### src/sv/wsp_pkg.sv
// Package for wheel_speed_from_pulses: word widths shared by the top level
// and the serial divider. No dependencies.
package wsp_pkg;
  localparam int TIME_W  = 32;
  localparam int CFG_W   = 16;
  localparam int PROD_W  = TIME_W + CFG_W;
  localparam int NUM_W   = 61;
  localparam int DEN_W   = 51;
  localparam int QUOT_W  = 16;
  localparam int CIDX_W  = 2;

  localparam logic [CIDX_W-1:0] CFG_PPR     = 2'd0;
  localparam logic [CIDX_W-1:0] CFG_CIRC    = 2'd1;
  localparam logic [CIDX_W-1:0] CFG_TIMEOUT = 2'd2;

  localparam logic [CFG_W-1:0] PPR_RESET     = 16'd20;
  localparam logic [CFG_W-1:0] CIRC_RESET    = 16'd2000;
  localparam logic [CFG_W-1:0] TIMEOUT_RESET = 16'd2000;
endpackage

### src/sv/wsp_serial_div.sv
// Restoring divider for wheel_speed_from_pulses, one quotient bit per cycle.
// Quotient saturates at the 16-bit maximum. Depends on wsp_pkg.
module wsp_serial_div (
  input  logic                        clk,
  input  logic                        rst,
  input  logic                        start,
  input  logic [wsp_pkg::NUM_W-1:0]   num,
  input  logic [wsp_pkg::DEN_W-1:0]   den,
  output logic                        done,
  output logic [wsp_pkg::QUOT_W-1:0]  quot
);
  import wsp_pkg::*;

  localparam int DSH_W = DEN_W + QUOT_W;

  logic               busy;
  logic [4:0]         cnt;
  logic [NUM_W-1:0]   rem;
  logic [DSH_W-1:0]   dsh;
  logic [QUOT_W:0]    q;
  logic [DSH_W:0]     diff;

  assign diff = {{(DSH_W + 1 - NUM_W){1'b0}}, rem} - {1'b0, dsh};
  assign quot = q[QUOT_W] ? {QUOT_W{1'b1}} : q[QUOT_W-1:0];

  always_ff @(posedge clk) begin
    if (rst) begin
      busy <= 1'b0;
      done <= 1'b0;
      cnt  <= '0;
    end else begin
      done <= 1'b0;
      if (start) begin
        busy <= 1'b1;
        cnt  <= '0;
      end else if (busy) begin
        cnt <= cnt + 5'd1;
        if (cnt == 5'(QUOT_W)) begin
          busy <= 1'b0;
          done <= 1'b1;
        end
      end
    end
  end

  always_ff @(posedge clk) begin
    if (start) begin
      rem <= num;
      dsh <= {den, {QUOT_W{1'b0}}};
      q   <= '0;
    end else if (busy) begin
      if (!diff[DSH_W]) begin
        rem <= diff[NUM_W-1:0];
        q   <= {q[QUOT_W-1:0], 1'b1};
      end else begin
        q   <= {q[QUOT_W-1:0], 1'b0};
      end
      dsh <= {1'b0, dsh[DSH_W-1:1]};
    end
  end
endmodule

### src/sv/wheel_speed_from_pulses.sv
// Wheel speed from pulse readings: top level with config registers, state,
// shift-add multipliers and output register. Depends on wsp_pkg, wsp_serial_div.
//
// One reading in gives one word out: speed in km/h times 256 plus the timeout
// and config fault flags. A reading with no time passed, or with a fault, goes
// straight from taking the reading to the output register. Otherwise it is taken,
// passes through the shift-add multipliers (one bit of circumference and pulses
// per rev per cycle), forms numerator and denominator, goes through the restoring
// divider (17 quotient bits, one per cycle, then the quotient is passed back) and
// is handed to the output register.
// A new reading is taken as soon as the previous one has reached the output
// register, even while that word still waits. Config registers write at once.
module wheel_speed_from_pulses (
  input  logic                          clk,
  input  logic                          rst,
  input  logic                          in_valid,
  output logic                          in_stall,
  input  logic [wsp_pkg::TIME_W-1:0]    now_ms,
  input  logic [wsp_pkg::TIME_W-1:0]    pulse_total,
  input  logic [wsp_pkg::TIME_W-1:0]    latest_pulse_ms,
  output logic                          out_valid,
  input  logic                          out_stall,
  output logic [wsp_pkg::QUOT_W-1:0]    speed_kmh_q8,
  output logic                          timeout_fault,
  output logic                          config_fault,
  input  logic                          cfg_valid,
  output logic                          cfg_ready,
  input  logic [wsp_pkg::CIDX_W-1:0]    cfg_index,
  input  logic [wsp_pkg::CFG_W-1:0]     cfg_data
);
  import wsp_pkg::*;

  typedef enum logic [4:0] {
    S_IDLE = 5'b00001,
    S_MUL  = 5'b00010,
    S_LOAD = 5'b00100,
    S_DIV  = 5'b01000,
    S_DONE = 5'b10000
  } state_t;

  state_t state;

  logic [CFG_W-1:0]  ppr;
  logic [CFG_W-1:0]  circ;
  logic [CFG_W-1:0]  timeout;

  logic [TIME_W-1:0] prev_total;
  logic [TIME_W-1:0] prev_read_time;
  logic              timeout_flag;
  logic              config_flag;

  logic [PROD_W-1:0] mcand_n;
  logic [PROD_W-1:0] mcand_d;
  logic [CFG_W-1:0]  mplier_n;
  logic [CFG_W-1:0]  mplier_d;
  logic [PROD_W-1:0] acc_n;
  logic [PROD_W-1:0] acc_d;
  logic [3:0]        mul_cnt;
  logic [QUOT_W-1:0] res_speed;

  logic              in_accept;
  logic              out_free;
  logic [TIME_W-1:0] elapsed;
  logic [TIME_W-1:0] delta;
  logic [TIME_W-1:0] age;
  logic              timeout_new;
  logic              config_new;
  logic [NUM_W-1:0]  num;
  logic [DEN_W-1:0]  den;
  logic              div_start;
  logic              div_done;
  logic [QUOT_W-1:0] div_quot;

  assign cfg_ready   = 1'b1;
  assign in_stall    = (state != S_IDLE);
  assign in_accept   = in_valid && !in_stall;
  assign out_free    = !out_valid || !out_stall;
  assign elapsed     = now_ms - prev_read_time;
  assign delta       = pulse_total - prev_total;
  assign age         = now_ms - latest_pulse_ms;
  assign timeout_new = (age >= {{(TIME_W - CFG_W){1'b0}}, timeout});
  assign config_new  = (ppr == '0) || (circ == '0);

  // 4608 = 2^12 + 2^9, 5 = 2^2 + 1
  assign num = {1'b0, acc_n, 12'b0} + {4'b0, acc_n, 9'b0};
  assign den = {1'b0, acc_d, 2'b0} + {3'b0, acc_d};
  assign div_start = (state == S_LOAD);

  wsp_serial_div u_div (
    .clk   (clk),
    .rst   (rst),
    .start (div_start),
    .num   (num),
    .den   (den),
    .done  (div_done),
    .quot  (div_quot)
  );

  always_ff @(posedge clk) begin
    if (rst) begin
      ppr     <= PPR_RESET;
      circ    <= CIRC_RESET;
      timeout <= TIMEOUT_RESET;
    end else if (cfg_valid && cfg_ready) begin
      unique case (cfg_index)
        CFG_PPR:     ppr     <= cfg_data;
        CFG_CIRC:    circ    <= cfg_data;
        CFG_TIMEOUT: timeout <= cfg_data;
        default: ;
      endcase
    end
  end

  always_ff @(posedge clk) begin
    if (rst) begin
      state          <= S_IDLE;
      out_valid      <= 1'b0;
      prev_total     <= '0;
      prev_read_time <= '0;
      timeout_flag   <= 1'b0;
      config_flag    <= 1'b0;
      mul_cnt        <= '0;
    end else begin
      if (state == S_DONE && out_free) begin
        out_valid <= 1'b1;
      end else if (!out_stall) begin
        out_valid <= 1'b0;
      end
      unique case (state)
        S_IDLE: begin
          if (in_accept) begin
            mul_cnt <= '0;
            if (elapsed != '0) begin
              prev_total     <= pulse_total;
              prev_read_time <= now_ms;
              timeout_flag   <= timeout_new;
              config_flag    <= config_new;
            end
            if (elapsed == '0 || timeout_new || config_new) begin
              state <= S_DONE;
            end else begin
              state <= S_MUL;
            end
          end
        end
        S_MUL: begin
          mul_cnt <= mul_cnt + 4'd1;
          if (mul_cnt == 4'hF) begin
            state <= S_LOAD;
          end
        end
        S_LOAD: state <= S_DIV;
        S_DIV: begin
          if (div_done) begin
            state <= S_DONE;
          end
        end
        S_DONE: begin
          if (out_free) begin
            state <= S_IDLE;
          end
        end
        default: state <= S_IDLE;
      endcase
    end
  end

  always_ff @(posedge clk) begin
    if (state == S_IDLE && in_accept) begin
      mcand_n   <= {{(PROD_W - TIME_W){1'b0}}, delta};
      mcand_d   <= {{(PROD_W - TIME_W){1'b0}}, elapsed};
      mplier_n  <= circ;
      mplier_d  <= ppr;
      acc_n     <= '0;
      acc_d     <= '0;
      res_speed <= '0;
    end else if (state == S_MUL) begin
      if (mplier_n[0]) acc_n <= acc_n + mcand_n;
      if (mplier_d[0]) acc_d <= acc_d + mcand_d;
      mcand_n  <= {mcand_n[PROD_W-2:0], 1'b0};
      mcand_d  <= {mcand_d[PROD_W-2:0], 1'b0};
      mplier_n <= {1'b0, mplier_n[CFG_W-1:1]};
      mplier_d <= {1'b0, mplier_d[CFG_W-1:1]};
    end else if (state == S_DIV && div_done) begin
      res_speed <= div_quot;
    end
  end

  always_ff @(posedge clk) begin
    if (state == S_DONE && out_free) begin
      speed_kmh_q8  <= res_speed;
      timeout_fault <= timeout_flag;
      config_fault  <= config_flag;
    end
  end

  a_accept_leaves_idle: assert property (@(posedge clk) disable iff (rst)
    in_accept |=> (state == S_MUL || state == S_DONE))
    else $error("accepted reading did not start work");

  a_div_done_in_div: assert property (@(posedge clk) disable iff (rst)
    div_done |-> state == S_DIV)
    else $error("divider finished outside divide state");

  a_load_to_div: assert property (@(posedge clk) disable iff (rst)
    state == S_LOAD |=> state == S_DIV)
    else $error("divider start not followed by divide state");

  a_fault_zero_speed: assert property (@(posedge clk) disable iff (rst)
    (out_valid && (timeout_fault || config_fault)) |-> speed_kmh_q8 == '0)
    else $error("nonzero speed with fault flag set");
endmodule
### config.mk
export PLATFORM = sky130hd
export DESIGN_NAME = wheel_speed_from_pulses
export DESIGN_NICKNAME = d
export VERILOG_FILES = /design/src/sv/wsp_pkg.sv /design/src/sv/wsp_serial_div.sv /design/src/sv/wheel_speed_from_pulses.sv
export SDC_FILE = /design/constraint.sdc
export NUM_CORES = 2
export LEC_CHECK = 0
export ABC_AREA = 1
export BUFFER_PORTS_ARGS = -buffer_cell sky130_fd_sc_hd__buf_2
export CORE_MARGIN = 5
export CORE_UTILIZATION = 55
export DETAILED_ROUTE_END_ITERATION = 6
export PLACE_DENSITY = 0.82
export REMOVE_ABC_BUFFERS = 1
export SLEW_MARGIN = 15
export SYNTH_ARGS = -nofsm -noshare
export SYNTH_HDL_FRONTEND = slang
export SYNTH_HIERARCHICAL = 1
export SYNTH_SLANG_ARGS = --single-unit
### constraint.sdc
create_clock -name clk -period 3.79 [get_ports clk]
set_input_delay 0.1895 -clock clk [delete_from_list [all_inputs] [get_ports clk]]
set_output_delay 0.1895 -clock clk [all_outputs]
set_load 0.01 [all_outputs]
==> results.toml <==
[worst_hold_path]
hp-class = "input pin to flip-flop"
hold_end = "mul_cnt[3]"
hold_depth = 2
hp-start = "rst"

[cts]
insertion_delay_ps = 650
cts_tree = "done"
clockBufferDepth = 3
clk_pin_slew_ps = 60
tritoncts.num_buffers = 58
cts_hold_buf = 86
post_cts_buffers = 0
cts_root_buffer = "clkbuf_16"
cts.repair.resized = 0
h-tree-depth = 2
clock-sinks = 534

[drt]
top_layer = "met4"
wirelength_met1_mm = 56.6
met3_wirelength_mm = 8.15
first_iter_violations = 3659
routed-wl-met2_mm = 59.2
drt-vias-per-instance = 5.47
post-route-drc-count = 0
routedWlPerCell_um = 16.0
firstDrtPassIters = 6
wl_mm = 129
drtAntennaViolNets = 0
via_count = 44000

[floorplan]
fp.dieH_um = 294
die_area_um2 = 86200
core_um2 = 80200
rows = 104
io_pins = 140
start_util_pct = 55.2
die_x_um = 294

[setup_path]
regToRegEndpoint = "state[1]"
crit_fanout = 3
reg2reg_from = "prev_read_time[0]"
worstSetupPathType = "input pin to flip-flop"
end_kind = "flip-flop"
worstRegToRegCells = 17
r2r_slack_ps = 490
required_ps = 4290
arrival_ps = 3840
cp-start-kind = "input pin"

[sta]
hold_viol = 0
min_period_ps = 3340
final-max-slew-violation-count = 0
skew_ps = 42.7
max_freq_mhz = 299
setup_viol = 0
worst_slack_ps = 447
finalCritPeriodShare_pct = 88.2
tightest_slew_ps = 1170
rsz0062_at_grt = "no"
timing.setup.tns_ps = 0
worst_slew_margin_rel_pct = 21.7

[placement]
hpwl_mm = 101
io_buffers = 138
gp_congestion = 1.04
dp_worst_setup_slack_ps = 414

[yosys]
synth_top_area_share_pct = 15.3
async_reset_ff_share_pct = 0
synth-seq-area-share_pct = 29.3
yosysTopAreaCell = "edfxtp_1"
synthFlopType = "dfxtp_1"
synthTopCellsByArea = "edfxtp_1 15%, nand2_1 15%, dfxtp_1 14%"
ys_ff_latch = 534
yosysWarningCount = 6
syn_avg_cell_area_um2 = 6.57
synth_edf_count = 226
synth_most_common_cell = "nand2_1"
syn_inst = 6737
syn_area_um2 = 44200
synthTopCellsByCount = "1773 x nand2_1, 1212 x inv_1, 584 x nor2_1, 514 x a21oi_1, 474 x o21ai_0"
synthDistinctLibCells = 61

[job]
cap_violations = 0

[grt]
grt_pass1_vias = 41800
grt_max_degree = 114
grt_use_total_pct = 28.9
grt-ovfl-total = 0
antenna_found_initial = 0
grt_pass1_wl_mm = 208

[power_and_ir_drop]
power_density_nw_per_um2 = 318
max-vdd-ir-drop_mv = 0.422
p_leak_nw = 25.2

[final_layout]
syn_to_final_growth_pct = 10.8
drive_gt1_share_pct = 5.79
post-route-util_pct = 61.1
final_nets = 7414

[run_status]
status = "complete, no violations"
metal layers:
| layer | track usage (%) | vias up |
|---|---|---|
| met5 | 0 | - |
| met4 | 10.2 | 0 |
| met3 | 3.52 | 297 |
| met2 | 48.6 | 1460 |
| met1 | 38.5 | 20000 |
| li1 | - | 22200 |
kinds of logic (layout without fill, tap and decap cells):
kind of cell / count (synthesis) / count (layout) / share of synthesized area [%]
AO/OA/AOI/OAI: 1402 / 1402 / 17.8
XOR/XNOR: 216 / 216 / 4.28
AND/OR/NAND/NOR: 2846 / 2846 / 26.4
buffers and inverters: 1371 / 1605 / 11.7
other: 2 / 11 / 0.0170
adder cells (fa/ha/maj): 366 / 366 / 10.5
flip-flops: 534 / 534 / 29.3
worst max path at each step:
stage / start / endpoint / slack, ps
6_report: now_ms[0] / state[4] / 450
5_1_grt: now_ms[5] / state[4] / 50
4_1_cts: now_ms[5] / state[1] / 510
3_5_place_dp: now_ms[0] / state[4] / 410
3_3_place_gp: now_ms[0] / state[4] / 460
2_1_floorplan: state[0] / u_div/rem[0] / -7840
area by class of cell:
cell class	instances	area, µm²
Timing Repair Buffer	260	1920
Sequential cell	534	13000
Clock inverter	29	350
Tap cell	1060	1330
Clock buffer	81	1660
Antenna cell	1	2.50
Inverter	1235	4640
Multi-Input combinational cell	4840	26200
Fill cell	7611	31100
registers in the layout, summed over array words and instances (netlist names), 17 cells and up:
name            flops
mcand_d            48
acc_d              48
u_div/dsh          67
mcand_n            48
acc_n              48
u_div/q            17
u_div/rem          61
prev_read_time     32
prev_total         32
stage by stage:
step           cells  total power [mW]  area, µm²  hold slack [ps]
4_1_cts         8039              15.6      49000             24.6
2_1_floorplan   6609              8.81      43700              259
6_report        8040              15.6      49000             53.6
3_3_place_gp    7843              9.60      46100              415
5_1_grt         8039              16.4      49000             17.2
3_5_place_dp    7843              9.66      46100              420
placed cells by master (no fill, tap or decap), types with 14 or more instances in the layout:
master / Yosys / routed
a21boi_0: 18 / 18
a21o_1: 22 / 22
a21oi_1: 514 / 514
a31oi_1: 90 / 90
buf_2: 19 / 138
buf_4: 1 / 28
clkbuf_16: 0 / 59
dfxtp_1: 308 / 308
dlygate4sd3_1: 0 / 86
edfxtp_1: 226 / 226
ha_1: 358 / 358
inv_1: 1212 / 1208
inv_2: 20 / 23
nand2_1: 1773 / 1771
nand2_2: 22 / 23
nand3_1: 243 / 243
nand3b_1: 14 / 14
nand4_1: 45 / 45
nor2_1: 584 / 583
nor2_2: 26 / 26
nor3_1: 53 / 51
nor4_1: 21 / 21
o211ai_1: 45 / 45
o21a_1: 48 / 48
o21ai_0: 474 / 474
o21ai_1: 35 / 35
o21bai_1: 59 / 59
o221ai_1: 17 / 17
o22ai_1: 33 / 33
or2_2: 18 / 18
xnor2_1: 99 / 99
xor2_1: 117 / 117
worst max-delay path, cell delays in order:
cell	delay [ps]
dlygate4sd3_1	540
buf_2	110
inv_1	80
ha_1	240
fa_1	400
inv_1	120
nand2_1	60
nand2_1	70
nand3_1	130
nand2_1	130
nand2_1	50
nand2_1	90
xor2_1	70
ha_1	180
a21oi_1	120
nor2_1	60
a211oi_1	190
nand2_1	110
nor2_1	120
nand2_1	60
nor2_1	90
nand3_1	110
nor2_1	190
nand3_1	110
nand2_1	70
nand2_1	40
nand2_1	60
a21oi_1	50
power by group:
part           internal, mW  leakage (nW)  switching (mW)  total (mW)
Clock                  3.43         0.982            2.48        5.91
Combinational          1.09          19.5            2.08        3.17
Sequential             6.36          4.65           0.158        6.52
No activity file was read; power rests on OpenSTA's default activity.
